==> config.mk <==
export PLATFORM = sky130hd
export DESIGN_NAME = p2h_scale
export DESIGN_NICKNAME = d
export VERILOG_FILES = /design/src/hdl/p2h_pkg.sv /design/src/hdl/p2h_scale.sv
export SDC_FILE = /design/constraint.sdc
export NUM_CORES = 2
export LEC_CHECK = 0
export ABC_CLOCK_PERIOD_IN_PS = 5720
export BUFFER_PORTS_ARGS = -buffer_cell sky130_fd_sc_hd__buf_2
export CELL_PAD_IN_SITES_DETAIL_PLACEMENT = 2
export CELL_PAD_IN_SITES_GLOBAL_PLACEMENT = 2
export CORE_MARGIN = 3
export CORE_UTILIZATION = 45
export DETAILED_ROUTE_END_ITERATION = 8
export PLACE_DENSITY = 0.86
export SLEW_MARGIN = 20
export SYNTH_ARGS = -nofsm -noshare
export SYNTH_HDL_FRONTEND = slang
export SYNTH_SLANG_ARGS = --single-unit
==> constraint.sdc <==
create_clock -name clk -period 5.72 [get_ports clk]
set_input_delay 0.286 -clock clk [delete_from_list [all_inputs] [get_ports clk]]
set_output_delay 0.286 -clock clk [all_outputs]
set_load 0.005 [all_outputs]
==> src/hdl/p2h_pkg.sv <==
// ----------------------------------------------------------------------------
// p2h_pkg
// Shared widths, register indexes and the configuration bundle of the
// pixel to hex cell locator.
// ----------------------------------------------------------------------------
package p2h_pkg;

  localparam int PIX_W       = 16;
  localparam int SIZE_W      = 10;
  localparam int CUBE_W      = 18;
  localparam int CFG_ADDR_W  = 3;
  localparam int CFG_DATA_W  = 16;
  localparam int IN_TDATA_W  = 32;
  localparam int OUT_TDATA_W = 56;
  localparam int OUT_WORD_W  = 3 * CUBE_W;

  // sqrt(3)/3 in Q0.32, rounded to nearest at the working fraction width later
  localparam logic [63:0] SQRT3_OVER_3_Q32 = 64'd2479700524;

  localparam logic [PIX_W-1:0]  ORIGIN_X_RST = 16'd250;
  localparam logic [PIX_W-1:0]  ORIGIN_Y_RST = 16'd200;
  localparam logic [SIZE_W-1:0] HEX_SIZE_RST = 10'd25;

  typedef enum logic [CFG_ADDR_W-1:0] {
    CFG_ORIENT   = 3'd0,
    CFG_ORIGIN_X = 3'd1,
    CFG_ORIGIN_Y = 3'd2,
    CFG_HEX_W    = 3'd3,
    CFG_HEX_H    = 3'd4
  } cfg_idx_t;

  // hex sizes are held as the divisor actually used (zero already mapped to one)
  typedef struct packed {
    logic                    flat;
    logic signed [PIX_W-1:0] origin_x;
    logic signed [PIX_W-1:0] origin_y;
    logic [SIZE_W-1:0]       size_x;
    logic [SIZE_W-1:0]       size_y;
  } cfg_regs_t;

endpackage

==> src/hdl/p2h_scale.sv <==
// ----------------------------------------------------------------------------
// p2h_scale
// Origin subtract and division by the hex size for both axes, as a
// pipelined restoring divider that retires one quotient bit per stage.
// ----------------------------------------------------------------------------
module p2h_scale #(
  parameter int FRACTION_BITS = 16
) (
  input  logic                          clk,
  input  logic                          rst_n,
  input  logic                          en,
  input  logic                          in_vld,
  input  logic signed [p2h_pkg::PIX_W-1:0] pixel_x,
  input  logic signed [p2h_pkg::PIX_W-1:0] pixel_y,
  input  p2h_pkg::cfg_regs_t            cfg,
  output logic                          out_vld,
  output logic [FRACTION_BITS+16:0]     ptx_mag,
  output logic                          ptx_neg,
  output logic [FRACTION_BITS+16:0]     pty_mag,
  output logic                          pty_neg
);
  import p2h_pkg::*;

  localparam int F     = FRACTION_BITS;
  localparam int NW    = F + PIX_W + 1;
  localparam int DEPTH = NW;

  logic [DEPTH+1:0]         vld_r;
  logic [PIX_W:0]           d_r   [2];
  logic [DEPTH:0]           neg_r [2];
  logic [NW-1:0]            nq_r  [2][DEPTH+1];
  logic [SIZE_W-1:0]        rem_r [2][DEPTH+1];

  logic [SIZE_W-1:0]        den      [2];
  logic [NW-1:0]            num_nxt  [2];
  logic [SIZE_W-1:0]        rem_nxt  [2][DEPTH];
  logic                     qbit_nxt [2][DEPTH];

  assign den[0] = cfg.size_x;
  assign den[1] = cfg.size_y;

  always_comb begin
    logic [PIX_W:0]  dabs;
    logic [SIZE_W:0] pre;
    logic [SIZE_W:0] diff;
    for (int l = 0; l < 2; l++) begin
      dabs = d_r[l][PIX_W] ? (PIX_W+1)'(-d_r[l]) : d_r[l];
      // numerator with half the divisor added for round to nearest
      num_nxt[l] = {1'b0, dabs[PIX_W-1:0], {F{1'b0}}} + NW'(den[l] >> 1);
      for (int k = 0; k < DEPTH; k++) begin
        pre  = {rem_r[l][k], nq_r[l][k][NW-1]};
        diff = pre - {1'b0, den[l]};
        qbit_nxt[l][k] = (pre >= {1'b0, den[l]});
        rem_nxt[l][k]  = qbit_nxt[l][k] ? diff[SIZE_W-1:0] : pre[SIZE_W-1:0];
      end
    end
  end

  always_ff @(posedge clk) begin
    if (!rst_n) begin
      vld_r <= '0;
    end else if (en) begin
      vld_r <= {vld_r[DEPTH:0], in_vld};
    end
  end

  always_ff @(posedge clk) begin
    if (en) begin
      d_r[0] <= {pixel_x[PIX_W-1], pixel_x} - {cfg.origin_x[PIX_W-1], cfg.origin_x};
      d_r[1] <= {pixel_y[PIX_W-1], pixel_y} - {cfg.origin_y[PIX_W-1], cfg.origin_y};
      for (int l = 0; l < 2; l++) begin
        neg_r[l]    <= {neg_r[l][DEPTH-1:0], d_r[l][PIX_W]};
        nq_r[l][0]  <= num_nxt[l];
        rem_r[l][0] <= '0;
        // numerator bits shift out on top while quotient bits shift in below
        for (int k = 0; k < DEPTH; k++) begin
          nq_r[l][k+1]  <= {nq_r[l][k][NW-2:0], qbit_nxt[l][k]};
          rem_r[l][k+1] <= rem_nxt[l][k];
        end
      end
    end
  end

  assign out_vld = vld_r[DEPTH+1];
  assign ptx_mag = nq_r[0][DEPTH];
  assign ptx_neg = neg_r[0][DEPTH];
  assign pty_mag = nq_r[1][DEPTH];
  assign pty_neg = neg_r[1][DEPTH];

endmodule

### After elaboration in Yosys (flattened, before gate mapping)

Memories as Yosys holds them, arrays and structs flattened.
Index checks and enable logic that the tools add are counted.

* $add $sub $neg: 72
* mux-type cells: 70
* order comparisons: 66

Operators by type and width (number)
* greater-or-equal comparator 11 x 10 -> 1 bit: 66
* two-way mux 10 bit: 66
* subtractor 10 bit: 66
* adder 32 x 9 -> 33 bit: 2
* subtractor 16 x 16 -> 17 bit: 2
* two-way mux 16 bit: 2
* negator 16 bit: 2
* two-way mux 1 bit: 2

* bits of input ports: 89
* memories kept: 4
* word-level logic and storage cells: 213
* output and inout port bits: 69
* register bits after elaboration: 35
* bits in writable memories: 3006

Memory list
* nq_r: words 2, width 1122, read ports 2, clocked after memory_dff 0, wr ports 2, RTL line p2h_scale.sv:31 `logic [NW-1:0] nq_r [2][DEPTH+1];`
* rem_r: words 2, width 330, read ports 2, clocked after memory_dff 0, wr ports 2, RTL line p2h_scale.sv:32 `logic [SIZE_W-1:0] rem_r [2][DEPTH+1];`
* neg_r: words 2, width 34, read ports 2, clocked after memory_dff 0, wr ports 2, RTL line p2h_scale.sv:30 `logic [DEPTH:0] neg_r [2];`
* d_r: words 2, width 17, read ports 2, clocked after memory_dff 0, wr ports 2, RTL line p2h_scale.sv:29 `logic [PIX_W:0] d_r [2];`

### Depth between registers and ports, before layout

An unclocked memory read counts as a cell.

* depth after elaboration: 4
* gate-level depth with buffers: 10

### Worst setup path after synthesis

Ideal clock, no wire load.

* path kind: input-to-reg
* start point: in cfg[1] (netlist name)
* end point: mem rem_r[1][151] (netlist name), data pin
* buffers on the path: 1
* stages: 9
* setup slack: 1.375 ns
* data arrival time: 4.083 ns
* setup time: 0.262 ns
* cell sequence: inv_1 > ha_1 > nor2b_1 > o31a_1 > o31ai_2 > o2111ai_1 > o311ai_1 > buf_2 > mux2_1

RTL lines
* start, declared: RTL line p2h_scale.sv:15 `input p2h_pkg::cfg_regs_t cfg,`
* end, declared: RTL line p2h_scale.sv:32

==> results.py <==
metrics = {
    "status": {
        "status": "complete, but fails checks",
        "violations": "capacitance limit, slew limit",
    },
    "synthesis": {
        "synth_edf_count": 2690,
        "syn_nets": 8900,
        "synth-main-ff-cell": "edfxtp_1",
        "synth_cell_types": 80,
        "ys_seq_area_frac": 0.685,
        "synth_seq_cells": 2725,
        "yosysWarnings": 0,
        "syn_avg_cell_area_sq_um": 14.7,
        "synthCells": 8071,
        "async_flop_share": 0,
        "netlist_area_sq_um": 119000,
    },
    "clocking": {
        "cts_buffers": 312,
        "cts_resized": 0,
        "clk_pin_slew_worst_paths_ns": 0.07,
        "cts_sinks": 2725,
        "cts_tree": "done",
        "clk_path_buf_depth": 4,
        "ctsRootBufferMaster": "clkbuf_16",
        "htree_levels": 5,
        "worstSkewPairLatency_ns": 1.02,
        "post_cts_buffers": 0,
    },
    "critical_path": {
        "endpoint_kind": "flip-flop",
        "crit_fanout": 24,
        "crit_top_cell": "buf_4",
        "max_stage_delay_ns": 0.83,
        "crit_required_ns": 6.46,
        "crit_buf_inv": 5,
        "crit_arrival_ns": 5.60,
        "crit_type": "input port to flip-flop",
        "cp_cell_sequence": "dlygate4sd3_1, buf_2, clkinv_2, buf_4, ha_1, nor2b_1, o31ai_1, a31oi_1, o21ai_1, buf_4, nand2_1, o21ai_0",
        "start_kind": "input port",
        "ff2ff_setup_slack_ns": 1.46,
        "critPathSlowestCell": "o31ai_1",
        "crit_family": "buffers and inverters",
    },
    "die": {
        "dieArea_sq_um": 270000,
        "core_sq_um": 263000,
        "die_y_microns": 520,
        "die_w_microns": 520,
        "row_count": 188,
        "ios": 158,
        "start_util": 0.453,
    },
    "timing": {
        "hold-worst-slack_ns": 0.0421,
        "worst_slew_pin_slew_ns": 1.65,
        "finalCritPeriodShare": 0.849,
        "fmax_mhz": 206,
        "setup_violations": 0,
        "fin_tns_setup_ns": 0,
        "finalClockSkew_ns": 0.0519,
        "hold_violations": 0,
        "final_period_minus_worst_setup_slack_ns": 4.85,
        "rsz0062_at_grt": "no",
        "maxSlewViolCount": 4,
        "max_slew_margin": -0.110,
    },
    "grt": {
        "grt_pass1_vias": 88500,
        "grt_start_max_net_pins": 196,
        "grt-ovfl-total": 0,
        "grt_antenna_before_repair": 23,
        "grt_first_pass_wirelength_mm": 644,
        "grt_util_all_layers": 0.323,
    },
    "pwr": {
        "power_leakage_nw": 49.8,
        "vdd_ir_drop_max_mv": 0.420,
        "power_density_nw_per_um2": 635,
    },
    "cells_and_area": {
        "area_growth_pct": 13.2,
        "final_cell_mix": "edfxtp_1, nand2_1, ha_1",
        "drive_gt1_frac": 0.0994,
        "layout_commonest_cell": "edfxtp_1",
        "nets": 9433,
        "utilization": 0.513,
        "stdcell_area_sq_um": 135000,
    },
    "flow_run": {
        "drv_cap": 2,
    },
    "detailed_routing": {
        "wl_mm": 499,
        "drcViolationCount": 0,
        "via_count": 84000,
        "wire_per_inst_microns": 40.4,
        "drt_iter0_markers": 11500,
        "first_pass_iters": 6,
        "viasPerCell": 6.81,
        "ant_nets": 0,
    },
    "min_path": {
        "hold_class": "input port to flip-flop",
    },
    "placed_design": {
        "dpl_cell_area_sq_um": 124000,
        "place_hpwl_mm": 252,
        "io_buffers": 156,
        "place.gp.congestion": 0.861,
    },
}
## synthesized netlist by cell type, types with 31 or more instances
cell type / count / area share
nor2b_1: 159 / 0.0084
inv_1: 361 / 0.011
o21ai_1: 51 / 0.0021
buf_4: 67 / 0.0042
nor3_1: 102 / 0.0043
o21ai_0: 591 / 0.025
dfxtp_1: 35 / 0.0059
a21boi_0: 80 / 0.0051
mux2i_1: 39 / 0.0033
nand3b_1: 33 / 0.0021
o32ai_1: 31 / 0.0023
a31oi_1: 44 / 0.0023
nor2_1: 355 / 0.011
mux2_1: 56 / 0.0053
edfxtp_1: 2690 / 0.68
a211oi_1: 66 / 0.0042
xnor2_1: 229 / 0.017
a211o_1: 35 / 0.0026
nand3_1: 106 / 0.0045
o31ai_1: 62 / 0.0039
a21o_1: 108 / 0.0068
ha_1: 676 / 0.071
mux2_4: 56 / 0.0071
mux2_2: 78 / 0.0074
o21a_1: 86 / 0.0054
buf_2: 53 / 0.0022
nand2_1: 697 / 0.022
nand4_1: 57 / 0.0030
o211ai_1: 38 / 0.0024
xor2_1: 209 / 0.015
a21oi_1: 386 / 0.016
fa_1: 64 / 0.011
## cell type report
cell class | instances | area, sq um
antenna | 12 | 30.0
clock buffer | 395 | 8290
inverter | 374 | 1410
multi-input combinational | 4827 | 35100
tap | 3515 | 4400
clock inverter | 134 | 1010
sequential | 2725 | 81500
timing repair buffer | 364 | 2910
fill | 24100 | 128000
## worst reg2reg max path: cells and delay by family (launching register included)
kind	cells	cell delay (ns)
buffers and inverters	1	0.31
AO/OA/AOI/OAI	5	2.53
flip-flops	1	0.48
adder cells (fa/ha/maj)	1	0.50
## routing by layer
| layer | track usage | up-vias | routed length [microns] |
|---|---|---|---|
| li1 | - | 31700 | - |
| met1 | 0.348 | 42400 | 162000 |
| met2 | 0.569 | 6917 | 243000 |
| met3 | 0.0596 | 2985 | 42600 |
| met4 | 0.230 | 22 | 51400 |
| met5 | 0 | - | 144 |
## final timing paths
check                             to                    from  cells past startpoint
max          rem_r[0][212]$_DFFE_PP_                 cfg[11]                     12
max reg2reg   rem_r[0][54]$_DFFE_PP_  rem_r[0][63]$_DFFE_PP_                      7
min             d_r[0][20]$_DFFE_PP_              pixel_y[1]                      5
min reg2reg   nq_r[1][852]$_DFFE_PP_  nq_r[1][884]$_DFFE_PP_                      0
## state kept, by name (all words and copies together) (netlist names)
register and count:
nq_r 1948, d_r 34, rem_r 640, neg_r 68, vld_r 35
## stage by stage
| stage | power, mW | setup WS (ns) | cells |
|---|---|---|---|
| CTS | 81.2 | 1.32 | 12300 |
| global route | 86.7 | 0.315 | 12300 |
| detailed placement | 57.7 | 1.35 | 11700 |
| finish | 85.5 | 0.866 | 12300 |
| floorplan | 46.8 | 1.37 | 8071 |
| global placement | 51.5 | 1.85 | 11700 |
## kinds of logic after synthesis
group           Yosys count  share of synthesized area
buf+inv                 519                     0.0200
mux                     229                     0.0230
flops                  2725                      0.685
compound gates         1816                     0.0966
fa+ha+maj               740                     0.0819
xor+xnor                438                     0.0323
simple gates           1604                     0.0609
## repair_timing
| action | 4_1_cts | 5_1_grt |
|---|---|---|
| endpoints found under the setup margin | 0 | 0 |
| hold buffers | 102 | 0 |
| hold endpoints to repair | 121 | 0 |
## power by group
| group | switching (mW) | leakage, nW | total (mW) | internal, mW |
|---|---|---|---|---|
| Combinational | 23.4 | 18.6 | 34.1 | 10.6 |
| Sequential | 3.54 | 26.6 | 31.2 | 27.6 |
| Clock | 9.38 | 4.55 | 20.3 | 10.9 |
| Total | 36.4 | 49.8 | 85.5 | 49.1 |
Note: power is estimated with default switching activity, not from simulation.
