File: src/hdl/p2h_pkg.sv
// ----------------------------------------------------------------------------
// p2h_pkg
// Shared widths, register indexes and the configuration bundle of the
// pixel to hex cell locator.
// ----------------------------------------------------------------------------
package p2h_pkg;

  localparam int PIX_W       = 16;
  localparam int SIZE_W      = 10;
  localparam int CUBE_W      = 18;
  localparam int CFG_ADDR_W  = 3;
  localparam int CFG_DATA_W  = 16;
  localparam int IN_TDATA_W  = 32;
  localparam int OUT_TDATA_W = 56;
  localparam int OUT_WORD_W  = 3 * CUBE_W;

  // sqrt(3)/3 in Q0.32, rounded to nearest at the working fraction width later
  localparam logic [63:0] SQRT3_OVER_3_Q32 = 64'd2479700524;

  localparam logic [PIX_W-1:0]  ORIGIN_X_RST = 16'd250;
  localparam logic [PIX_W-1:0]  ORIGIN_Y_RST = 16'd200;
  localparam logic [SIZE_W-1:0] HEX_SIZE_RST = 10'd25;

  typedef enum logic [CFG_ADDR_W-1:0] {
    CFG_ORIENT   = 3'd0,
    CFG_ORIGIN_X = 3'd1,
    CFG_ORIGIN_Y = 3'd2,
    CFG_HEX_W    = 3'd3,
    CFG_HEX_H    = 3'd4
  } cfg_idx_t;

  // hex sizes are held as the divisor actually used (zero already mapped to one)
  typedef struct packed {
    logic                    flat;
    logic signed [PIX_W-1:0] origin_x;
    logic signed [PIX_W-1:0] origin_y;
    logic [SIZE_W-1:0]       size_x;
    logic [SIZE_W-1:0]       size_y;
  } cfg_regs_t;

endpackage

File: src/hdl/p2h_cube.sv
// ----------------------------------------------------------------------------
// p2h_cube
// Inverse layout matrix, rounding of the three cube coordinates and the
// fix-up of the coordinate with the largest rounding error.
// ----------------------------------------------------------------------------
module p2h_cube #(
  parameter int FRACTION_BITS = 16
) (
  input  logic                             clk,
  input  logic                             rst_n,
  input  logic                             en,
  input  logic                             flat,
  input  logic                             in_vld,
  input  logic [FRACTION_BITS+16:0]        ptx_mag,
  input  logic                             ptx_neg,
  input  logic [FRACTION_BITS+16:0]        pty_mag,
  input  logic                             pty_neg,
  output logic                             out_vld,
  output logic [p2h_pkg::CUBE_W-1:0]       cube_x,
  output logic [p2h_pkg::CUBE_W-1:0]       cube_y,
  output logic [p2h_pkg::CUBE_W-1:0]       cube_z
);
  import p2h_pkg::*;

  localparam int F  = FRACTION_BITS;
  localparam int NW = F + PIX_W + 1;
  localparam int PW = NW + F;
  localparam int MW = NW + 1;
  localparam int VW = F + 21;
  localparam int RW = CUBE_W + 1;

  localparam logic [F-1:0] HALF  = {1'b1, {(F-1){1'b0}}};
  localparam logic [F-1:0] THIRD = F'(((64'd1 << F) + 64'd1) / 64'd3);
  localparam logic [F-1:0] TWO3  = F'(((64'd1 << (F + 1)) + 64'd1) / 64'd3);
  localparam logic [F-1:0] S3    = F'((SQRT3_OVER_3_Q32 + (64'd1 << (31 - F))) >> (32 - F));

  logic [8:0] vld_r;

  // C1 products, C2 rounded magnitudes, C3 signed terms
  logic [PW-1:0]        pa_r, pb_r, pc_r;
  logic [2:0]           sgn1_r, sgn2_r;
  logic [MW-1:0]        ma_r, mb_r, mc_r;
  logic signed [VW-1:0] ta_r, tb_r, tc_r;
  // C4 fx fy, C5 fz
  logic signed [VW-1:0] fx4_r, fy4_r;
  logic signed [VW-1:0] fx5_r, fy5_r, fz5_r;
  // C6 rounded values, C7 errors, C8 fix-up choice
  logic signed [RW-1:0] rx6_r, ry6_r, rz6_r;
  logic [F:0]           vx6_r, vy6_r, vz6_r;
  logic signed [RW-1:0] rx7_r, ry7_r, rz7_r;
  logic [F-1:0]         ex_r, ey_r, ez_r;
  logic signed [RW-1:0] rx8_r, ry8_r, rz8_r;
  logic                 fix_x_r, fix_y_r;
  logic [CUBE_W-1:0]    cx_r, cy_r, cz_r;

  logic [NW-1:0]        opb;
  logic [F-1:0]         ca, cc;
  logic [PW:0]          ra, rb, rc;
  logic signed [VW-1:0] sx, sy, sz;
  logic [F:0]           dx, dy, dz;
  logic [F:0]           ax, ay, az;
  logic signed [RW-1:0] alt_x, alt_y, alt_z;

  // pointy: x = s*ptx - t*pty, y = (2/3)*pty ; flat: x = (2/3)*ptx, y = s*pty - t*ptx
  assign ca  = flat ? TWO3 : S3;
  assign cc  = flat ? S3 : TWO3;
  assign opb = flat ? ptx_mag : pty_mag;

  assign ra = {1'b0, pa_r} + (PW+1)'(HALF);
  assign rb = {1'b0, pb_r} + (PW+1)'(HALF);
  assign rc = {1'b0, pc_r} + (PW+1)'(HALF);

  // round half away from zero: negative values add one less
  assign sx = fx5_r + VW'(HALF) - VW'(fx5_r[VW-1]);
  assign sy = fy5_r + VW'(HALF) - VW'(fy5_r[VW-1]);
  assign sz = fz5_r + VW'(HALF) - VW'(fz5_r[VW-1]);

  // rounding error only needs the low bits, it never exceeds half
  assign dx = {rx6_r[0], {F{1'b0}}} - vx6_r;
  assign dy = {ry6_r[0], {F{1'b0}}} - vy6_r;
  assign dz = {rz6_r[0], {F{1'b0}}} - vz6_r;
  assign ax = dx[F] ? (F+1)'(0) - dx : dx;
  assign ay = dy[F] ? (F+1)'(0) - dy : dy;
  assign az = dz[F] ? (F+1)'(0) - dz : dz;

  assign alt_x = -ry8_r - rz8_r;
  assign alt_y = -rx8_r - rz8_r;
  assign alt_z = -rx8_r - ry8_r;

  always_ff @(posedge clk) begin
    if (!rst_n) begin
      vld_r <= '0;
    end else if (en) begin
      vld_r <= {vld_r[7:0], in_vld};
    end
  end

  always_ff @(posedge clk) begin
    if (en) begin
      pa_r   <= PW'(ptx_mag) * PW'(ca);
      pb_r   <= PW'(opb) * PW'(THIRD);
      pc_r   <= PW'(pty_mag) * PW'(cc);
      sgn1_r <= {pty_neg, ~(flat ? ptx_neg : pty_neg), ptx_neg};

      ma_r   <= ra[PW:F];
      mb_r   <= rb[PW:F];
      mc_r   <= rc[PW:F];
      sgn2_r <= sgn1_r;

      ta_r <= sgn2_r[0] ? -VW'(ma_r) : VW'(ma_r);
      tb_r <= sgn2_r[1] ? -VW'(mb_r) : VW'(mb_r);
      tc_r <= sgn2_r[2] ? -VW'(mc_r) : VW'(mc_r);

      fx4_r <= flat ? ta_r : ta_r + tb_r;
      fy4_r <= flat ? tb_r + tc_r : tc_r;

      fx5_r <= fx4_r;
      fy5_r <= fy4_r;
      fz5_r <= -fx4_r - fy4_r;

      rx6_r <= sx[F+RW-1:F];
      ry6_r <= sy[F+RW-1:F];
      rz6_r <= sz[F+RW-1:F];
      vx6_r <= fx5_r[F:0];
      vy6_r <= fy5_r[F:0];
      vz6_r <= fz5_r[F:0];

      rx7_r <= rx6_r;
      ry7_r <= ry6_r;
      rz7_r <= rz6_r;
      ex_r  <= ax[F-1:0];
      ey_r  <= ay[F-1:0];
      ez_r  <= az[F-1:0];

      // ties go to z over x and y, and to y over x
      rx8_r   <= rx7_r;
      ry8_r   <= ry7_r;
      rz8_r   <= rz7_r;
      fix_x_r <= (ex_r > ey_r) && (ex_r > ez_r);
      fix_y_r <= !((ex_r > ey_r) && (ex_r > ez_r)) && (ey_r > ez_r);

      cx_r <= fix_x_r ? alt_x[CUBE_W-1:0] : rx8_r[CUBE_W-1:0];
      cy_r <= fix_y_r ? alt_y[CUBE_W-1:0] : ry8_r[CUBE_W-1:0];
      cz_r <= (!fix_x_r && !fix_y_r) ? alt_z[CUBE_W-1:0] : rz8_r[CUBE_W-1:0];
    end
  end

  assign out_vld = vld_r[8];
  assign cube_x  = cx_r;
  assign cube_y  = cy_r;
  assign cube_z  = cz_r;

  a_err_bound: assert property (@(posedge clk) disable iff (!rst_n)
    vld_r[6] |-> (ex_r <= HALF) && (ey_r <= HALF) && (ez_r <= HALF))
    else $error("rounding error beyond half a unit");

endmodule

File: config.mk
export PLATFORM = sky130hd
export DESIGN_NAME = p2h_cube
export DESIGN_NICKNAME = d
export VERILOG_FILES = /design/src/hdl/p2h_pkg.sv /design/src/hdl/p2h_cube.sv
export SDC_FILE = /design/constraint.sdc
export NUM_CORES = 2
export LEC_CHECK = 0
export BUFFER_PORTS_ARGS = -buffer_cell sky130_fd_sc_hd__buf_4
export CELL_PAD_IN_SITES_DETAIL_PLACEMENT = 0
export CELL_PAD_IN_SITES_GLOBAL_PLACEMENT = 1
export CORE_AREA = 2 2 422 424
export CTS_CLUSTER_SIZE = 16
export DETAILED_ROUTE_END_ITERATION = 16
export DIE_AREA = 0 0 424 426
export PLACE_DENSITY = 0.73
export SETUP_SLACK_MARGIN = 0.2
export SYNTH_ARGS = -nofsm -noshare
export SYNTH_HDL_FRONTEND = slang
export SYNTH_SLANG_ARGS = --single-unit
export TNS_END_PERCENT = 30
File: constraint.sdc
create_clock -name clk -period 20.9 [get_ports clk]
set_clock_uncertainty 0.1 [all_clocks]
set_input_delay 4.18 -clock clk [delete_from_list [all_inputs] [get_ports clk]]
set_output_delay 4.18 -clock clk [all_outputs]
set_load 0.02 [all_outputs]
# ---- After elaboration in Yosys (flattened, before gate mapping)
# Index checks and enable logic that the tools add are counted.
dict set report word_totals {
  out_inout_bits 55
  word_cells 95
  latchBits 0
  ram_bits 0
  romBits 0
  in_bits 73
  register_bits 876
  memories 0
}
dict set report classes {
  bitwise 1
  magnitude_cmp 3
  div_mod_pow 0
  addsub 27
  mul 3
  n_eq_ne 0
  shift 0
  reduce_logical 6
  muxes 15
}
# cell n
set op_table {}
lappend op_table {{$neg A34 Y37} 3}
lappend op_table {{$add A34 B16 Y34 const B} 3}
lappend op_table {{$mux W34} 3}
lappend op_table {{$sub A34 B1 Y34} 3}
lappend op_table {{$add A49 B16 Y50 const B} 2}
lappend op_table {{$mul A33 B16 Y49} 2}
lappend op_table {{$add A37 B37 Y37} 2}
lappend op_table {{$mux W37} 2}
lappend op_table {{$mux W18} 3}
lappend op_table {{$sub A18 B18 Y18} 3}
lappend op_table {{$sub A17 B17 Y17} 3}
lappend op_table {{$add A48 B16 Y49 const B} 1}
lappend op_table {{$gt A16 B16 Y1} 3}
lappend op_table {{$mul A33 B15 Y48 const B} 1}
lappend op_table {{$mux W16} 3}
lappend op_table {{$sub A1 B16 Y16 const A} 3}
lappend op_table {{$neg A37 Y37} 1}
lappend op_table {{$sub A37 B37 Y37} 1}
lappend op_table {{$neg A18 Y18} 2}
lappend op_table {{$mux W33} 1}
lappend op_table {{$mux W14} 2}
lappend op_table {{$logic_and A1 B1 Y1} 3}
lappend op_table {{$logic_not A1 Y1} 3}
lappend op_table {{$mux W1} 1}
lappend op_table {{$not A1 Y1} 1}

# ---- Longest topological paths before layout
dict set report depth {
  word_depth 4
  mapped_depth 31
  mapped_depth_nobuf 28
}

# ---- Worst setup path after synthesis
# Ideal clock, no wire load.
dict set report synth_timing {
  path_kind {in2reg}
  start {input port flat}
  end {register pb_r[47], data pin}
  arrival_ns 11.192
  cell_stages 27
  t_required_ns 20.545
  setup_slack_ns 9.353
  path_buffers 4
  setup_time_ns 0.255
  path_cell_list {clkbuf_1 clkbuf_1 clkbuf_1 clkbuf_1 o21ai_0 ha_1 xor2_1 ha_1 or2_2 ha_1 xnor2_1 fa_1 fa_1 fa_1 ha_1 a21o_1 a31oi_1 o21ai_1 a221o_1 a221o_1 a21oi_4 o21ai_2 a31oi_4 o31ai_1 a21o_1 or4_1 and3_1}
}
dict set report synth_via {
  elab_chain_cells 2
}
# item line_no
set synth_lines {}
lappend synth_lines {{start, declared} p2h_cube.sv:12} ;# input logic flat,
lappend synth_lines {{$mux W33} p2h_cube.sv:67} ;# assign opb = flat ? ptx_mag : pty_mag;
lappend synth_lines {{$mul A33 B15 Y48} p2h_cube.sv:101} ;# pb_r <= PW'(opb) * PW'(THIRD);
lappend synth_lines {{end signal, assigned} p2h_cube.sv:101}
lappend synth_lines {{end, declared} p2h_cube.sv:40} ;# logic [PW-1:0] pa_r, pb_r, pc_r;
# Every way passes these cells.
# A chain may end at the register's enable or synchronous reset.

# ---- Final worst setup path
# Same ends and word-level chain as after synthesis.

==> qor.yml <==
status: "completed"
cp-startpoint: "flat"
first_iter_violations: 2536
path_class: "primary input to register"
ys_seq_area_share_pct: 32.0
multi_input_area_mm2: 0.0467
clock.fmax_mhz: 80.8
period_needed_ns: 12.37
cts_max_level: 3
crit_buf_inv: 2
cts_tree: "built"
initial_core_util_pct: 43.8
start_kind: "primary input"
core_area_mm2: 0.176
drive_gt1_share_pct: 5.11
syn_area_per_cell_um2: 10.6
gp_congestion: 0.926
hold_path.class: "register to register"
die_area_mm2: 0.181
finalNonFillerCells: 9950
dp.cells: 9784
io-pin-count: 128
async_flop_share_pct: 0
final_common_cell: "inv_1"
hold_viol: 0
cts_made_buffers: 91
hold_end: "ry8_r[11]$_DFFE_PP_"
ys_ff_latch: 824
fp.dieW_um: 424
worst_slew_pin_slew_ns: 1.10
ys.flop_type: "edfxtp_1"
relSlewSlack_pct: 26.8
hold_buffers: 0
required_ns: 21.23
post_cts_buffers: 0
grt_pass1_wl_mm: 289
cts_sinks: 824
wl_per_cell_um: 18.3
drc_errors: 0
dp_hpwl_mm: 155
path_delay_family: "compound AO/OA/AOI/OAI gates"
r2r-start: "fx4_r[5]$_DFFE_PP_"
antenna_found_initial: 5
ff2ff_setup_slack_ns: 16.29
ff2ff_path_depth: 14
dr.pass1.iters: 5
cpMaxStageDelayCell: "buf_4"
yosys_warnings: 0
drt_wl_total_mm: 182
finalCritPeriodShare_pct: 59.2
synth_area_mm2: 0.0770
ff_latch_area_mm2: 0.0247
rsz0062_at_grt: "no"
fillers: 16200
worstSkewPairLatency_ns: 0.69
rr_endpoint: "fz5_r[36]$_DFFE_PP_"
max_stage_delay_ns: 0.82
clkTransAtPathRegs_ns: 0.06
grt_usage_pct: 20.5
synth_cells: 7243
area_delta_synth_final_pct: 9.55
ys_types: 87
drv_slew: 0
nets: 9251
overflow: 0
critPathMaxFanout: 90
cpMostUsedCell: "ha_1"
end_kind: "register"
layout_common_cells: "inv_1, ha_1, edfxtp_1"
drv_cap: 0
clock_path_buffers: 3
synth_edf_count: 815
cts_resized: 0
tns_ns: 0
crit_arrival_ns: 12.70
root_buffer: "clkbuf_16"
drtAntennaViolNets: 0
io_buffers: 127
fp-row-count: 154
grt_start_max_net_pins: 172
setup_viol: 0
dr_total_vias: 49500
worstHoldStart: "ry7_r[11]$_DFFE_PP_"
holdPathStages: 0
die_y_um: 426
grt_pass1_vias: 51800
viasPerCell: 4.98
-- worst max path at each step --
stage	to	slack, ns	cells after the start
global placement	pa_r[48]$_DFFE_PP_	7.95	26
finish	pb_r[47]$_DFFE_PP_	8.53	26
global route	pb_r[47]$_DFFE_PP_	8.08	26
CTS	pb_r[47]$_DFFE_PP_	8.62	26
floorplan	pb_r[47]$_DFFE_PP_	9.35	27
detailed placement	pb_r[47]$_DFFE_PP_	7.88	26
-- Yosys cell counts (all sizes together), types with 51 or more instances --
| cell type | count | share of area [%] |
|---|---|---|
| inv | 1556 | 7.6 |
| ha | 840 | 14 |
| edfxtp | 815 | 32 |
| fa | 801 | 21 |
| xnor2 | 463 | 5.3 |
| nand2 | 461 | 2.2 |
| nor2 | 322 | 1.6 |
| a21oi | 275 | 1.8 |
| o21ai | 269 | 1.8 |
| xor2 | 169 | 1.9 |
| a21o | 143 | 1.4 |
| nand3 | 110 | 0.72 |
| nor3 | 103 | 0.68 |
| nor2b | 70 | 0.57 |
| clkbuf | 58 | 0.28 |
| and3 | 57 | 0.46 |
| o31ai | 54 | 0.59 |
| nand2b | 51 | 0.42 |
-- cell type report --
cell class / count / area share (%)
flip-flops and latches: 824 / 29.2
clock inverters: 56 / 0.811
repair buffers: 143 / 1.32
inverters: 1558 / 6.93
well taps: 2340 / 3.47
diodes: 1 / 0.00297
multi-input cells: 4919 / 55.4
clock buffers: 109 / 2.86
-- stage by stage --
stage          hold slack [ns]  worst slack, ns  utilization [%]  instance area, um^2
2_1_floorplan            0.300             9.35                -                77500
3_3_place_gp             0.301             7.95             46.2                81300
4_1_cts                  0.302             8.62             48.0                84300
5_1_grt                  0.311             8.08             48.0                84300
6_report                 0.307             8.53             48.0                84300
3_5_place_dp             0.305             7.88             46.2                81300
-- registers in the layout, indices dropped and copies added (netlist names), 33 cells and up --
register	flops
fy5_r	35
mb_r	33
ta_r	37
pc_r	34
tc_r	37
fz5_r	35
fx5_r	35
mc_r	34
fx4_r	37
pb_r	33
pa_r	34
ma_r	34
tb_r	37
fy4_r	37
-- per-layer routing --
layer  vias up  part of all wire, %  GRT usage [%]
li1      24500                    -              -
met1     23900                   43           26.0
met2       823                   51           36.8
met3       241                  3.0           1.98
met4         8                  3.0           6.42
met5         -                0.028              0
-- cells by family after synthesis --
| group | Yosys count | share of synthesized area [%] |
|---|---|---|
| AOI/OAI and AO/OA | 1020 | 8.46 |
| muxes | 62 | 0.881 |
| adders and majority gates | 1641 | 34.5 |
| DFF | 824 | 32.0 |
| buffers and inverters | 1628 | 7.94 |
| and+or+nand+nor | 1434 | 9.02 |
| other | 2 | 0.00975 |
| xor gates and xnor gates | 632 | 7.19 |
Power is not shown: default switching activity piles up to over one toggle a cycle in this logic, so the estimate is an artifact.
