<file path="config.mk">
export PLATFORM = sky130hd
export DESIGN_NAME = p2h_cfg_regs
export DESIGN_NICKNAME = d
export VERILOG_FILES = /design/src/hdl/p2h_pkg.sv /design/src/hdl/p2h_cfg_regs.sv
export SDC_FILE = /design/constraint.sdc
export NUM_CORES = 1
export LEC_CHECK = 0
export ABC_AREA = 0
export ABC_CLOCK_PERIOD_IN_PS = 900
export BUFFER_PORTS_ARGS = -buffer_cell sky130_fd_sc_hd__buf_2
export CORE_MARGIN = 5
export CORE_UTILIZATION = 45
export DETAILED_ROUTE_END_ITERATION = 8
export PLACE_DENSITY = 0.78
export REMOVE_ABC_BUFFERS = 1
export SLEW_MARGIN = 20
export SYNTH_ARGS = -nofsm -noshare
export SYNTH_HDL_FRONTEND = slang
export SYNTH_SLANG_ARGS = --single-unit
</file>
<file path="constraint.sdc">
create_clock -name clk -period 0.9 [get_ports clk]
set_clock_uncertainty 0.05 [all_clocks]
set_input_delay 0.045 -clock clk [delete_from_list [all_inputs] [get_ports clk]]
set_output_delay 0.045 -clock clk [all_outputs]
set_load 0.01 [all_outputs]
</file>
<file path="src/hdl/p2h_pkg.sv">
// ----------------------------------------------------------------------------
// p2h_pkg
// Shared widths, register indexes and the configuration bundle of the
// pixel to hex cell locator.
// ----------------------------------------------------------------------------
package p2h_pkg;

  localparam int PIX_W       = 16;
  localparam int SIZE_W      = 10;
  localparam int CUBE_W      = 18;
  localparam int CFG_ADDR_W  = 3;
  localparam int CFG_DATA_W  = 16;
  localparam int IN_TDATA_W  = 32;
  localparam int OUT_TDATA_W = 56;
  localparam int OUT_WORD_W  = 3 * CUBE_W;

  // sqrt(3)/3 in Q0.32, rounded to nearest at the working fraction width later
  localparam logic [63:0] SQRT3_OVER_3_Q32 = 64'd2479700524;

  localparam logic [PIX_W-1:0]  ORIGIN_X_RST = 16'd250;
  localparam logic [PIX_W-1:0]  ORIGIN_Y_RST = 16'd200;
  localparam logic [SIZE_W-1:0] HEX_SIZE_RST = 10'd25;

  typedef enum logic [CFG_ADDR_W-1:0] {
    CFG_ORIENT   = 3'd0,
    CFG_ORIGIN_X = 3'd1,
    CFG_ORIGIN_Y = 3'd2,
    CFG_HEX_W    = 3'd3,
    CFG_HEX_H    = 3'd4
  } cfg_idx_t;

  // hex sizes are held as the divisor actually used (zero already mapped to one)
  typedef struct packed {
    logic                    flat;
    logic signed [PIX_W-1:0] origin_x;
    logic signed [PIX_W-1:0] origin_y;
    logic [SIZE_W-1:0]       size_x;
    logic [SIZE_W-1:0]       size_y;
  } cfg_regs_t;

endpackage

</file>
<file path="src/hdl/p2h_cfg_regs.sv">
// ----------------------------------------------------------------------------
// p2h_cfg_regs
// Configuration register file: index decode, width trimming and the
// zero-size substitution for the two hex sizes.
// ----------------------------------------------------------------------------
module p2h_cfg_regs (
  input  logic                           clk,
  input  logic                           rst_n,
  input  logic                           cfg_we,
  input  logic [p2h_pkg::CFG_ADDR_W-1:0] cfg_addr,
  input  logic [p2h_pkg::CFG_DATA_W-1:0] cfg_wdata,
  output p2h_pkg::cfg_regs_t             cfg
);
  import p2h_pkg::*;

  cfg_regs_t         cfg_r;
  logic [SIZE_W-1:0] size_nxt;

  // a size of zero divides by one
  assign size_nxt = (cfg_wdata[SIZE_W-1:0] == '0) ? SIZE_W'(1) : cfg_wdata[SIZE_W-1:0];

  always_ff @(posedge clk) begin
    if (!rst_n) begin
      cfg_r.flat     <= 1'b0;
      cfg_r.origin_x <= ORIGIN_X_RST;
      cfg_r.origin_y <= ORIGIN_Y_RST;
      cfg_r.size_x   <= HEX_SIZE_RST;
      cfg_r.size_y   <= HEX_SIZE_RST;
    end else if (cfg_we) begin
      case (cfg_addr)
        CFG_ORIENT:   cfg_r.flat     <= cfg_wdata[0];
        CFG_ORIGIN_X: cfg_r.origin_x <= cfg_wdata[PIX_W-1:0];
        CFG_ORIGIN_Y: cfg_r.origin_y <= cfg_wdata[PIX_W-1:0];
        CFG_HEX_W:    cfg_r.size_x   <= size_nxt;
        CFG_HEX_H:    cfg_r.size_y   <= size_nxt;
        default: ;
      endcase
    end
  end

  assign cfg = cfg_r;

endmodule

</file>
# After elaboration in Yosys (flattened, before gate mapping)
# Index checks and enable logic that the tools add are counted.
[totals]
reg_bits = 53
input_bits = 22
elab_cells = 17
[op_classes]
n_eq_ne = 4
muxes = 1
reduce_logical = 7
[ops]
columns = ["op", "n"]
rows = [
  ["logical NOT 10 bit", 1],
  ["two-way mux 10 bit", 1],
  ["AND reduction 2 bit", 5],
  ["equality test 3 x 2 -> 1 bit (second input constant)", 2],
  ["equality test 3 x 1 -> 1 bit (second input constant)", 1],
  ["equality test 3 bit (second input constant)", 1],
  ["logical NOT 3 bit", 1],
]

# Depth between registers and ports, before layout
# Gate-level depths: netlist of the first run.
[depth]
ltp_word = 2
ltp_mapped = 5
mapped_depth_nobuf = 3

# Worst setup path after synthesis of the first run
# No wires, ideal clock.
[synth_timing]
path_type = "in2reg"
start = "input port cfg_addr[2] (netlist bit)"
end = "register cfg_r, in the netlist cfg[23]"
setup_time_ps = 137
arrival_time_ps = 631
required_ps = 713
slack_ps = 82
cell_stages = 5
path_buffers = 2
path_cell_list = "nand4bb_1 -> buf_4 -> buf_4 -> nand2_1 -> nand3_1"
[synth_via]
elab_chain_len = 2
[synth_lines]
columns = ["element", "line_no", "text"]
rows = [
  ["start: declaration", "p2h_cfg_regs.sv:10", "input logic [p2h_pkg::CFG_ADDR_W-1:0] cfg_addr,"],
  ["equality test 3 x 2 -> 1 bit", "p2h_cfg_regs.sv:30", "case (cfg_addr)"],
  ["AND reduction 2 bit (no line)", "-", ""],
  ["end: declaration", "p2h_cfg_regs.sv:16", "cfg_regs_t cfg_r;"],
]
# Every way passes these cells.
# A chain may end at the register's enable or synchronous reset.

# Final worst setup path of the first run
[layout_timing]
start = "register cfg_r, in the netlist cfg[4]"
end = "output port cfg[4] (netlist bit)"
[layout_rtl]
columns = ["element", "line_no", "text"]
rows = [
  ["end: declaration", "p2h_cfg_regs.sv:12", "output p2h_pkg::cfg_regs_t cfg"],
]
# No word-level cell between the ends.

==> run summary, run 1 <==
The via count of the first global-routing pass was 1,865. The global placement routability congestion came out at 0.8594. The average wire length per cell after detail routing came out at 13.85 um. Along the worst hold path, the cell count comes to 2. The synthesized-area fraction occupied by and/or/nand/nor cells is 28.55%. The gate count after technology mapping came out at 240.

The signal on the critical path passes through buf_2. The antenna violation net count after detailed routing is 0. The transition at the pin with the smallest max-transition slack came out at 338.7 ps. The H-tree was split into 2 levels. The number of clock buffers inserted by TritonCTS came out at 5. The minimum setup slack in the final design is 33.76 ps. In this run switching power makes up 23.84% of total power. The number of distinct library cells after synthesis came out at 21. The setup total negative slack is 0 ps. The chip width is 77.65 um. The critical path start-end classification is flip-flop to output port. Grouping stages by cell kind, the critical path spends the most delay in flip-flops. The type of element capturing the critical path is an output port. The final number of hold-violating endpoints is 0. For the worst setup path, the data arrival time is 770 ps.

The number of synthesized register bits is 53. The share of the clock period used by the worst path came out at 96.25%. In the global route stage, overall resource usage came out at 18.06%. The number of pins with negative max-slew slack in the final report came out at 0. The detailed placer's ending HPWL is 3951 um. The endpoint of the worst hold path is cfg[15]$_SDFFE_PN0P_. The flip-flop count of the largest register after layout is 53.

The number of synthesis warnings is 0. In this run the static leakage power is 0.001237 uW. The detailed-route DRC error count came out at 0. The I/O pin count is 75. The arithmetic-cell share of the synthesized area counting full adders, half adders and majority gates came out at 0%.

The average vias per placed instance is 5.000. The mapped netlist covers 2059 um2. The share of power burned in combinational logic is 11.1%. The top achievable clock speed came out at 1154 MHz. Along the worst path, the maximum fanout reaches 2. The largest net degree at the start of global routing came out at 17. The number of buffers and inverters on the critical path is 1.

Setup repair after global routing left no endpoint under its margin. The first detailed-routing pass took 4 iterations. The count of max-cap constraint violations is 0. After the first detailed-routing iteration, the DRC count stood at 111. The largest stage delay on the critical path came out at 340 ps. The area growth from synthesis to layout is 36.82%. The diode insertion count for antenna repair is 0. The final critical delay including setup and external delays is 866.2 ps. Clock-pin slew was measured on the worst setup and hold paths at 90 ps. The final net count came out at 357. In this run the critical register-to-register path is launched from cfg[0]$_SDFFE_PN1P_.

Of the cells placed in the final design, the portion with a size suffix greater than 1 is 42.56%. STA classifies the critical path startpoint as a flip-flop. The cell-internal power is 3180 uW.

The depth of the most critical reg-to-reg path came out at 2. The peak ir drop on the vdd network is 0.7988 mV. Dividing total power by cell area gives a power density of 1482 nW/um2. The total clock sinks is 53. The synthesized area per cell is 8.581 um2.

The multiplexer area fraction after synthesis is 0.4860%. The total via count in the routed design is 1,940. The floorplan step defined a core boundary enclosing 4384 um2. Counting along the longest clock path gives a buffer depth of 2.

The worst min-delay path category is primary input to flip-flop. The number of antenna violations at the first check in global routing was 0. The wire length of the first global-routing pass came out at 8990 um. The slowest cell on the critical path is dfxtp_1. The sequential share of the synthesized area came out at 51.52%. The post-synthesis compound-gate area fraction is 14.09%. TritonCTS built the clock tree. The endpoint identified for the worst register-to-register timing path is cfg[0]$_SDFFE_PN1P_. By area, the combinational part of the netlist is dominated by simple AND/OR/NAND/NOR gates. The net switching power of the design is 995.1 uW.

The initial core utilization is 46.97%. The die height came out at 77.65 um. The worst register-to-register path has a setup slack of 140 ps. In this run, flip-flops and latches consume 58.4% of the power. The total of endpoints with negative setup slack in the final report is 0. The required time reported for the critical path endpoint is 810 ps. The final routed wirelength across all metal layers came out at 5374 um. Of the total synthesized cell area, the portion taken by XOR and XNOR cells is 0%. The insertion delay to the later sink of the worst-skew pair is 290 ps. The total congestion overflow is 0. The flow ran to the end, and the final reports show no timing, DRC or antenna violations. The startpoint identified for the worst hold timing path is rst_n. The overall die area is 6030 um2. The share of total power in the clock network came out at 30.5%. The quantity of I/O buffers inserted on ports came out at 74.

The post-place setup slack came out at -168.2 ps. The worst slew margin relative to its limit is 77.21%. The root buffer cell is clkbuf_8. The floorplan has 24 rows.
cells by family after synthesis:
kind of cell,Yosys count
compound gates,39
simple gates,130
mux,1
buf+inv,17
flops,53
cell type report:
cell class	count	area [um2]
Clock buffer	6	72.57
Clock inverter	2	10.01
Fill cell	387	1567
Multi-Input combinational cell	170	888.4
Sequential cell	53	1109
Tap cell	52	65.06
Timing Repair Buffer	105	673.1
Yosys cell counts:
master	count	area share (%)
nand2_1	100	18
dfxtp_1	53	52
a21boi_0	23	8.4
a21boi_1	14	5.1
nand3_1	14	3.4
buf_4	8	2.9
clkbuf_1	6	1.1
nand4bb_1	3	1.6
a31oi_1	2	0.61
and4bb_1	2	1.2
buf_6	2	1.1
nor2b_1	2	0.61
nor3b_1	2	0.73
nor4_1	2	0.61
and4b_1	1	0.49
and4bb_2	1	0.61
clkbuf_2	1	0.24
mux2i_1	1	0.49
nand4b_1	1	0.43
nor2_1	1	0.18
nor4b_1	1	0.43
per-layer routing:
| metal | routed length [um] | part of all wire (%) | track usage, % | vias up |
|---|---|---|---|---|
| li1 | - | - | - | 977 |
| met1 | 2360 | 44 | 22.31 | 897 |
| met2 | 2595 | 48 | 29.63 | 60 |
| met3 | 326 | 6.1 | 5.093 | 6 |
| met4 | 91 | 1.7 | 7.045 | 0 |
| met5 | 0 | 0 | 0 | - |
power by group through the flow:
| stage | Combinational (uW) | Clock, uW | Sequential, uW |
|---|---|---|---|
| after CTS | 459 | 1320 | 2430 |
| after floorplan | 129 | 0 | 2510 |
| after global placement | 425 | 0 | 2480 |
| after detailed placement | 431 | 0 | 2480 |
| final | 464 | 1270 | 2440 |
| after global routing | 507 | 1420 | 2450 |
placed cells by master, fill, tap and decap left out, drive strengths merged, types with 3 or more instances in the layout:
cell	n
nand2	100
buf	97
dfxtp	53
a21boi	37
nand3	14
dlygate4sd3	8
clkbuf	6
nand4bb	3
and4bb	3
per-stage QoR:
stage	instance area [um2]	utilization (%)	cells	hold WS [ps]	total power [uW]
3_5_place_dp	2570	58.62	372	255.1	2916
3_3_place_gp	2570	58.62	372	247.7	2909
6_report	2818	64.27	388	30.70	4175
4_1_cts	2735	62.39	388	22.59	4212
5_1_grt	2818	64.27	388	18.19	4370
2_1_floorplan	1949	-	223	66.83	2641
how the worst max path moves through the flow:
stage / start / end / slack [ps] / cells after the start
global route: cfg[1]$_SDFFE_PN0P_ / cfg[1] / 0.4 / 1
CTS: cfg[24]$_SDFFE_PN0P_ / cfg[24] / 4 / 1
global placement: cfg_addr[0] / cfg[0]$_SDFFE_PN1P_ / -100 / 4
detailed placement: cfg_addr[2] / cfg[24]$_SDFFE_PN0P_ / -170 / 5
floorplan: cfg_addr[2] / cfg[23]$_SDFFE_PN1P_ / -20 / 3
finish: cfg[4]$_SDFFE_PN1P_ / cfg[4] / 30 / 1
worst reg2reg max path, cell delays in order, from the launching register on:
cell	delay, ps
dfxtp_2	340
nor3b_1	190
a31oi_1	70
repair_timing:
item                                   CTS  global route
hold buffers                             8             0
setup buffers                            0             0
endpoints found under the hold margin   20             0
setup endpoints to repair                2            36
gates resized for setup                  2            42
Power figures use the tool's default switching activity.
==> run 2: changes to the inputs <==
- MAX_ROUTING_LAYER: not set -> met4
==> run 2 against run 1 <==
Maximum frequency hardly changed; utilization is the same; sequential power is essentially flat; clock power about the same; combinational power about the same; non-clock buffer count is the same; final cell count is the same; die area unchanged; design area unchanged.
==> run summary, run 2 (synthesis gave the netlist of run 1 again) <==
The final critical delay including setup and external delays is 866.0 ps (-0.2437 ps). The total power draw is 4166 uW (-0.22%). Tracing the worst setup path back leads to its startpoint at cfg[4]$_SDFFE_PN1P_.

The depth of the critical timing path with buffers and inverters included came out at 1 (unchanged). The area growth from synthesis to layout is 36.82% (unchanged). The proportion of layout cells with a drive suffix above 1 came out at 42.56% (unchanged). The total of endpoints with negative setup slack in the final report is 0 (unchanged). The detailed placer's ending HPWL was 3951 um (unchanged). The minimum setup slack in the final design is 34.00 ps (+0.2437 ps).

The critical path goes through buf_2. The flip-flop count of the largest register after layout came to 53 (unchanged). The average vias per placed instance is 5.046 (+0.93%).

The type of element capturing the critical path is an output port. Setup repair after global routing left no endpoint under its margin. The peak ir drop on the vdd network came out at 0.7986 mV (about the same). In this run the critical register-to-register path is launched from cfg[0]$_SDFFE_PN1P_.

The TritonCTS clock tree is yes. The endpoint identified for the worst register-to-register timing path is cfg[0]$_SDFFE_PN1P_. The net switching power of the design came out at 986.3 uW (-0.88%).

The number of standard-cell rows in the floorplan was 24 (unchanged). The largest stage delay on the critical path came out at 340 ps (about the same). For this design, the slowest cell found on the critical path is dfxtp_1. The root buffer cell is clkbuf_8. The setup total negative slack is 0 ps (unchanged). The required time reported for the critical path endpoint came out at 810 ps (about the same). The count of buffer and inverter cells on the critical path is 1 (unchanged). The share of power burned in combinational logic came to 11.1% (about the same). The number of buffers inserted by post-CTS setup repair was 0 (unchanged). The top achievable clock speed is 1155 MHz (about the same). The worst slew margin relative to its limit came out at 77.21% (about the same).

The filler cell count in the final layout came to 387 (unchanged). In the layout the commonest cells are 100 x nand2_1, 68 x buf_2, 38 x dfxtp_2. The total via count in the routed design came to 1,958 (+0.93%). The flow ran to the end, and the final reports show no timing, DRC or antenna violations. On the critical path the largest part of the delay comes from flip-flops. The antenna violation net count after detailed routing came to 0 (unchanged). The number of antenna violations at the first check in global routing came out at 0 (unchanged). The cell-internal power came to 3179 uW (about the same).

The transition at the pin with the smallest max-transition slack came out at 338.7 ps (+0.04756 ps). The insertion delay to the later sink of the worst-skew pair was 290 ps (about the same). The final routed wirelength across all metal layers is 5355 um (-0.35%). The number of pins with negative max-slew slack in the final report came out at 0 (unchanged). STA classifies the critical path startpoint as a flip-flop. The overall die area came out at 6030 um2 (unchanged). The H-tree depth is 2 (unchanged). The static leakage came out at 0.001237 uW (unchanged). The iteration count of the initial detailed-routing pass is 4 (unchanged).

The average wire length per cell after detail routing came to 13.80 um (-0.35%). The number of clock buffers inserted by TritonCTS came out at 5 (unchanged). The global placement routability congestion was 0.8732 (+1.6%). The chip width is 77.65 um (unchanged).

The critical path ends at cfg[4]. The total congestion overflow is 0 (unchanged). The total track usage is 18.57% (+0.51 points). The total clock sinks was 53 (unchanged). The total power divided by cell area came out at 1478 nW/um2 (-0.22%). The cell count after placement came out at 372 (unchanged). The initial core utilization is 46.97% (unchanged). The core footprint came out at 4384 um2 (unchanged). The data arrival time of the worst path came to 770 ps (about the same). The most common library cell in the layout ignoring fill and taps is nand2_1. The diode insertion count for antenna repair was 0 (unchanged). The depth of the most critical reg-to-reg path came out at 2 (unchanged). The maximum fanout along the worst path came to 2 (unchanged). The quantity of I/O buffers inserted on ports is 74 (unchanged). The via count of the first global-routing pass is 1,865 (unchanged). The wire length of the first global-routing pass came out at 8983 um (about the same).

The maximum buffer depth of the clock tree came out at 2 (unchanged). The clock-pin transition on the worst setup and hold timing paths is 90 ps (about the same). The share of power burned in registers came out at 58.5% (about the same).

The number of standard cells in the final layout excluding fillers came to 388 (unchanged). The number of design-rule violations left by the first detailed-router iteration was 109 (-1.8%). By startpoint and endpoint, the worst setup path is classified as flip-flop to output port. The setup slack of the most critical reg-to-reg path came to 140 ps (about the same). The final number of hold-violating endpoints came out at 0 (unchanged). The I/O pin count is 75 (unchanged). The min-delay analysis places its worst path in the category primary input to flip-flop. The die height came out at 77.65 um (unchanged).

The detailed-route DRC error count came out at 0 (unchanged). The net switching share of the total power is 23.68% (-0.16 points). The post-place setup slack came out at -168.2 ps (unchanged). The share of the clock period used by the worst path was 96.22% (about the same).

The share of total power in the clock network is 30.3% (-0.2 points). The count of max-cap constraint violations came to 0 (unchanged). The largest net degree at the start of global routing is 17 (unchanged).

The final net count was 357 (unchanged).
## run 2: cell counts in the layout (fill, tap and decap cells not counted)
No cell type changed its count.
## run 2: repair_timing
| action | in CTS | in global routing |
|---|---|---|
| endpoints found under the setup margin | 2 | 36 |
| endpoints found under the hold margin | 20 | 0 |
| hold buffers | 8 | 0 |
| gates cloned | 0 | 0 |
| resized for setup | 2 | 42 |
## run 2: cell type report
cell class / instances / area (um2) / area share (%)
clock inverter: 2 / 10.01 / 0.3552
clock buffer: 6 / 72.57 / 2.575
timing repair buffer: 105 / 673.1 / 23.89
multi-input combinational: 170 / 888.4 / 31.53
tap: 52 / 65.06 / 2.309
sequential: 53 / 1109 / 39.34
## run 2: per-layer routing
layer  vias up  wire [um]  part of all wire [%]  GRT usage (%)
met2        71       2610                    49          29.63
met1       902       2320                    43          22.53
li1        979          -                     -              -
met4         0         89                   1.7          7.045
met5         -          0                     0              -
met3         6        335                   6.3          4.630
## run 2: how the worst min path moves through the flow
stage	startpoint	endpoint	slack, ps	cells past startpoint
3_5_place_dp	cfg_wdata[11]	cfg[31]$_SDFFE_PN0P_	260	3
2_1_floorplan	rst_n	cfg[13]$_SDFFE_PN1P_	70	1
3_3_place_gp	cfg_wdata[10]	cfg[30]$_SDFFE_PN0P_	250	3
4_1_cts	rst_n	cfg[15]$_SDFFE_PN0P_	20	2
6_report	rst_n	cfg[15]$_SDFFE_PN0P_	30	2
5_1_grt	rst_n	cfg[7]$_SDFFE_PN0P_	20	2
## run 2: metrics by stage
step	hold slack [ps]	area (um2)	utilization, %
after global placement	247.7	2570	58.62
after CTS	22.59	2735	62.39
after floorplan	66.83	1949	-
after global routing	18.20	2818	64.27
after detailed placement	255.1	2570	58.62
final	30.87	2818	64.27
## run 2: power groups by stage
stage	Combinational [uW]	Sequential [uW]	Clock, uW
floorplan	129	2510	0
global placement	425	2480	0
detailed placement	431	2480	0
CTS	459	2430	1320
global route	507	2450	1420
finish	464	2440	1260
==> run 3: changes to the inputs <==
- CORE_UTILIZATION: 45 -> 48
- PLACE_DENSITY: 0.78 -> 0.82
==> run 3 against run 2 <==
The run now ends with negative hold slack left; die area is 5.5% lower; sequential power hardly changed; register-to-register slack hardly changed; design area is 1.4% higher; global-route usage is 1.9 points higher.
==> run summary, run 3 (synthesis gave the netlist of run 1 again) <==
The wire length of the first global-routing pass is 8535 um (-5.0%). The total of endpoints with negative setup slack in the final report came out at 0 (unchanged). The I/O pin count came to 75 (unchanged). The average wire length per cell after detail routing was 14.20 um (+2.9%). The flip-flop count of the largest register after layout is 53 (unchanged). The maximum fanout along the worst path is 2 (unchanged). In the layout the commonest cells are 100 x nand2_1, 67 x buf_2, 35 x dfxtp_2. The number of antenna violations at the first check in global routing came out at 0 (unchanged).

The number of standard-cell rows in the floorplan is 23 (-4.2%). By startpoint and endpoint, the worst setup path is classified as flip-flop to output port. The total via count in the routed design is 1,940 (-0.92%). The largest net degree at the start of global routing came out at 19 (+2). The worst slew margin relative to its limit is 73.49% (-3.7 points).

The core footprint came out at 4086 um2 (-6.8%). The most common library cell in the layout ignoring fill and taps is nand2_1. The met2 layer usage reported by global route is 32.79% (+3.2 points). The proportion of layout cells with a drive suffix above 1 was 41.44% (-1.1 points). The total clock sinks was 53 (unchanged). The number of pins with negative max-slew slack in the final report is 0 (unchanged). STA classifies the critical path endpoint as an output port. The required time reported for the critical path endpoint is 810 ps (about the same). The checks that failed: negative hold slack. The flow ran to the end, but the final reports show violations.

The clock-pin transition on the worst setup and hold timing paths came to 100 ps (about the same). The average vias per placed instance came out at 5.065 (+0.37%). The iteration count of the initial detailed-routing pass came to 4 (unchanged). The overall die area came out at 5700 um2 (-5.5%). STA classifies the critical path startpoint as a flip-flop. The worst-case hold slack is -29.84 ps (-60.70 ps). The via count of the first global-routing pass is 1,804 (-3.3%).

The global placement routability congestion was 0.8440 (-3.3%). The diode insertion count for antenna repair was 0 (unchanged). The insertion delay to the later sink of the worst-skew pair came out at 300 ps (about the same).

The die height was 75.50 um (-2.8%). The total power divided by cell area is 1584 nW/um2 (+7.1%). The final number of hold-violating endpoints came to 4 (+4). The static leakage came out at 0.001261 uW (+1.9%). The slowest cell on the critical path is dfxtp_1. The maximum buffer depth of the clock tree came out at 2 (unchanged). The data arrival time of the worst path is 790 ps (+20 ps). The utilization of the core after routing came to 69.93% (+5.7 points). The area growth from synthesis to layout came out at 38.76%.

The number of clock buffers inserted by TritonCTS is 5 (unchanged). The largest stage delay on the critical path is 350 ps (about the same). TritonCTS built the clock tree. The filler cell count in the final layout was 317 (-18%).

The count of max-cap constraint violations is 0 (unchanged). The most used routing layer in global routing is met2. The peak ir drop on the vdd network came out at 0.9193 mV (+15%).

The H-tree depth came to 2 (unchanged). The final net count is 354 (-0.84%). The number of design-rule violations left by the first detailed-router iteration came out at 118 (+8.3%).

The antenna violation net count after detailed routing came to 0 (unchanged). The met1 layer usage reported by global route came out at 25.27% (+2.7 points). The total track usage is 20.45% (+1.9 points). The met3 track utilization from global routing came out at 3.298% (-1.3 points). The total congestion overflow came out at 0 (unchanged). The top achievable clock speed came out at 1131 MHz (-2.1%). The detailed-route DRC error count came out at 0 (unchanged).

The initial core utilization is 50.40% (+3.4 points). The total power draw came to 4526 uW (+8.6%). The detailed placer's ending HPWL came to 3845 um (-2.7%).

The quantity of I/O buffers inserted on ports is 74 (unchanged). The root buffer cell is clkbuf_8. The worst hold path belongs to the class primary input to flip-flop.

The final critical delay including setup and external delays came out at 884.3 ps (+18.31 ps). The setup total negative slack is 0 ps (unchanged). Traced cell by cell, the critical path runs through buf_2. The chip width is 75.50 um (-2.8%). Grouping stages by cell kind, the critical path spends the most delay in flip-flops. The count of buffer and inverter cells on the critical path came out at 1 (unchanged). The share of the clock period used by the worst path came out at 98.26% (+2.0 points).

The final routed wirelength across all metal layers is 5439 um (+1.6%). Setup repair after global routing could not meet its margin everywhere. The transition at the pin with the smallest max-transition slack is 394.0 ps (+55.31 ps).
run 3: cell count changes in the layout (fill, tap and decap cells not counted), sizes merged:
cell,before,now
buf,97,95
dlygate4sd3,8,6
bufinv,0,1
clkinv,2,1
dlymetal6s4s,0,1
run 3: per-stage QoR:
step	std cells	setup slack, ps	hold slack, ps	cell area [um2]
detailed placement	368	-204.2	251.7	2590
finish	383	15.69	-29.84	2858
floorplan	223	-18.00	66.83	1949
global route	383	0.5453	8.915	2858
global placement	368	-215.4	248.4	2590
CTS	384	1.446	23.23	2786
run 3: timing repair:
item                       in CTS  in global routing
hold buffers                    8                  0
setup endpoints to repair       4                 38
resized for setup               4                 38
buffers inserted                0                  1
pin swaps                       0                  2
hold endpoints to repair       20                  0
run 3: tightest hold or removal path, stage by stage:
cell and delay, ps:
buf_2 130, nand2_1 50, a21boi_0 70
run 3: path summary, 6_finish.rpt:
kind / startpoint / endpoint / slack, ps / cells after the start
worst max register to register: cfg[10]$_SDFFE_PN1P_ / cfg[10]$_SDFFE_PN1P_ / 140 / 2
worst min-delay path: cfg_wdata[1] / cfg[21]$_SDFFE_PN0P_ / -30 / 3
worst min register to register: cfg[9]$_SDFFE_PN0P_ / cfg[9]$_SDFFE_PN0P_ / 400 / 2
worst max-delay path: cfg[5]$_SDFFE_PN0P_ / cfg[5] / 20 / 1
run 3: area by class of cell:
| type | instances | area [um2] | share of cell area, % |
|---|---|---|---|
| clock buffer | 6 | 72.57 | 2.539 |
| clock inverter | 2 | 38.79 | 1.357 |
| multi-input combinational | 170 | 888.4 | 31.09 |
| sequential | 53 | 1105 | 38.66 |
| tap | 50 | 62.56 | 2.189 |
| timing repair buffer | 102 | 690.7 | 24.17 |
run 3: where the power goes:
part | internal (uW) | switching (uW) | total (uW)
clock network | 835 | 777 | 1610
registers | 2410 | 29.6 | 2440
logic | 236 | 240 | 476
run 3: per-layer routing:
| layer | vias to the layer above | share of wire (%) |
|---|---|---|
| met5 | - | 0 |
| met4 | 0 | 1.5 |
| met3 | 7 | 7.9 |
| met2 | 67 | 49 |
| met1 | 894 | 42 |
| li1 | 972 | - |
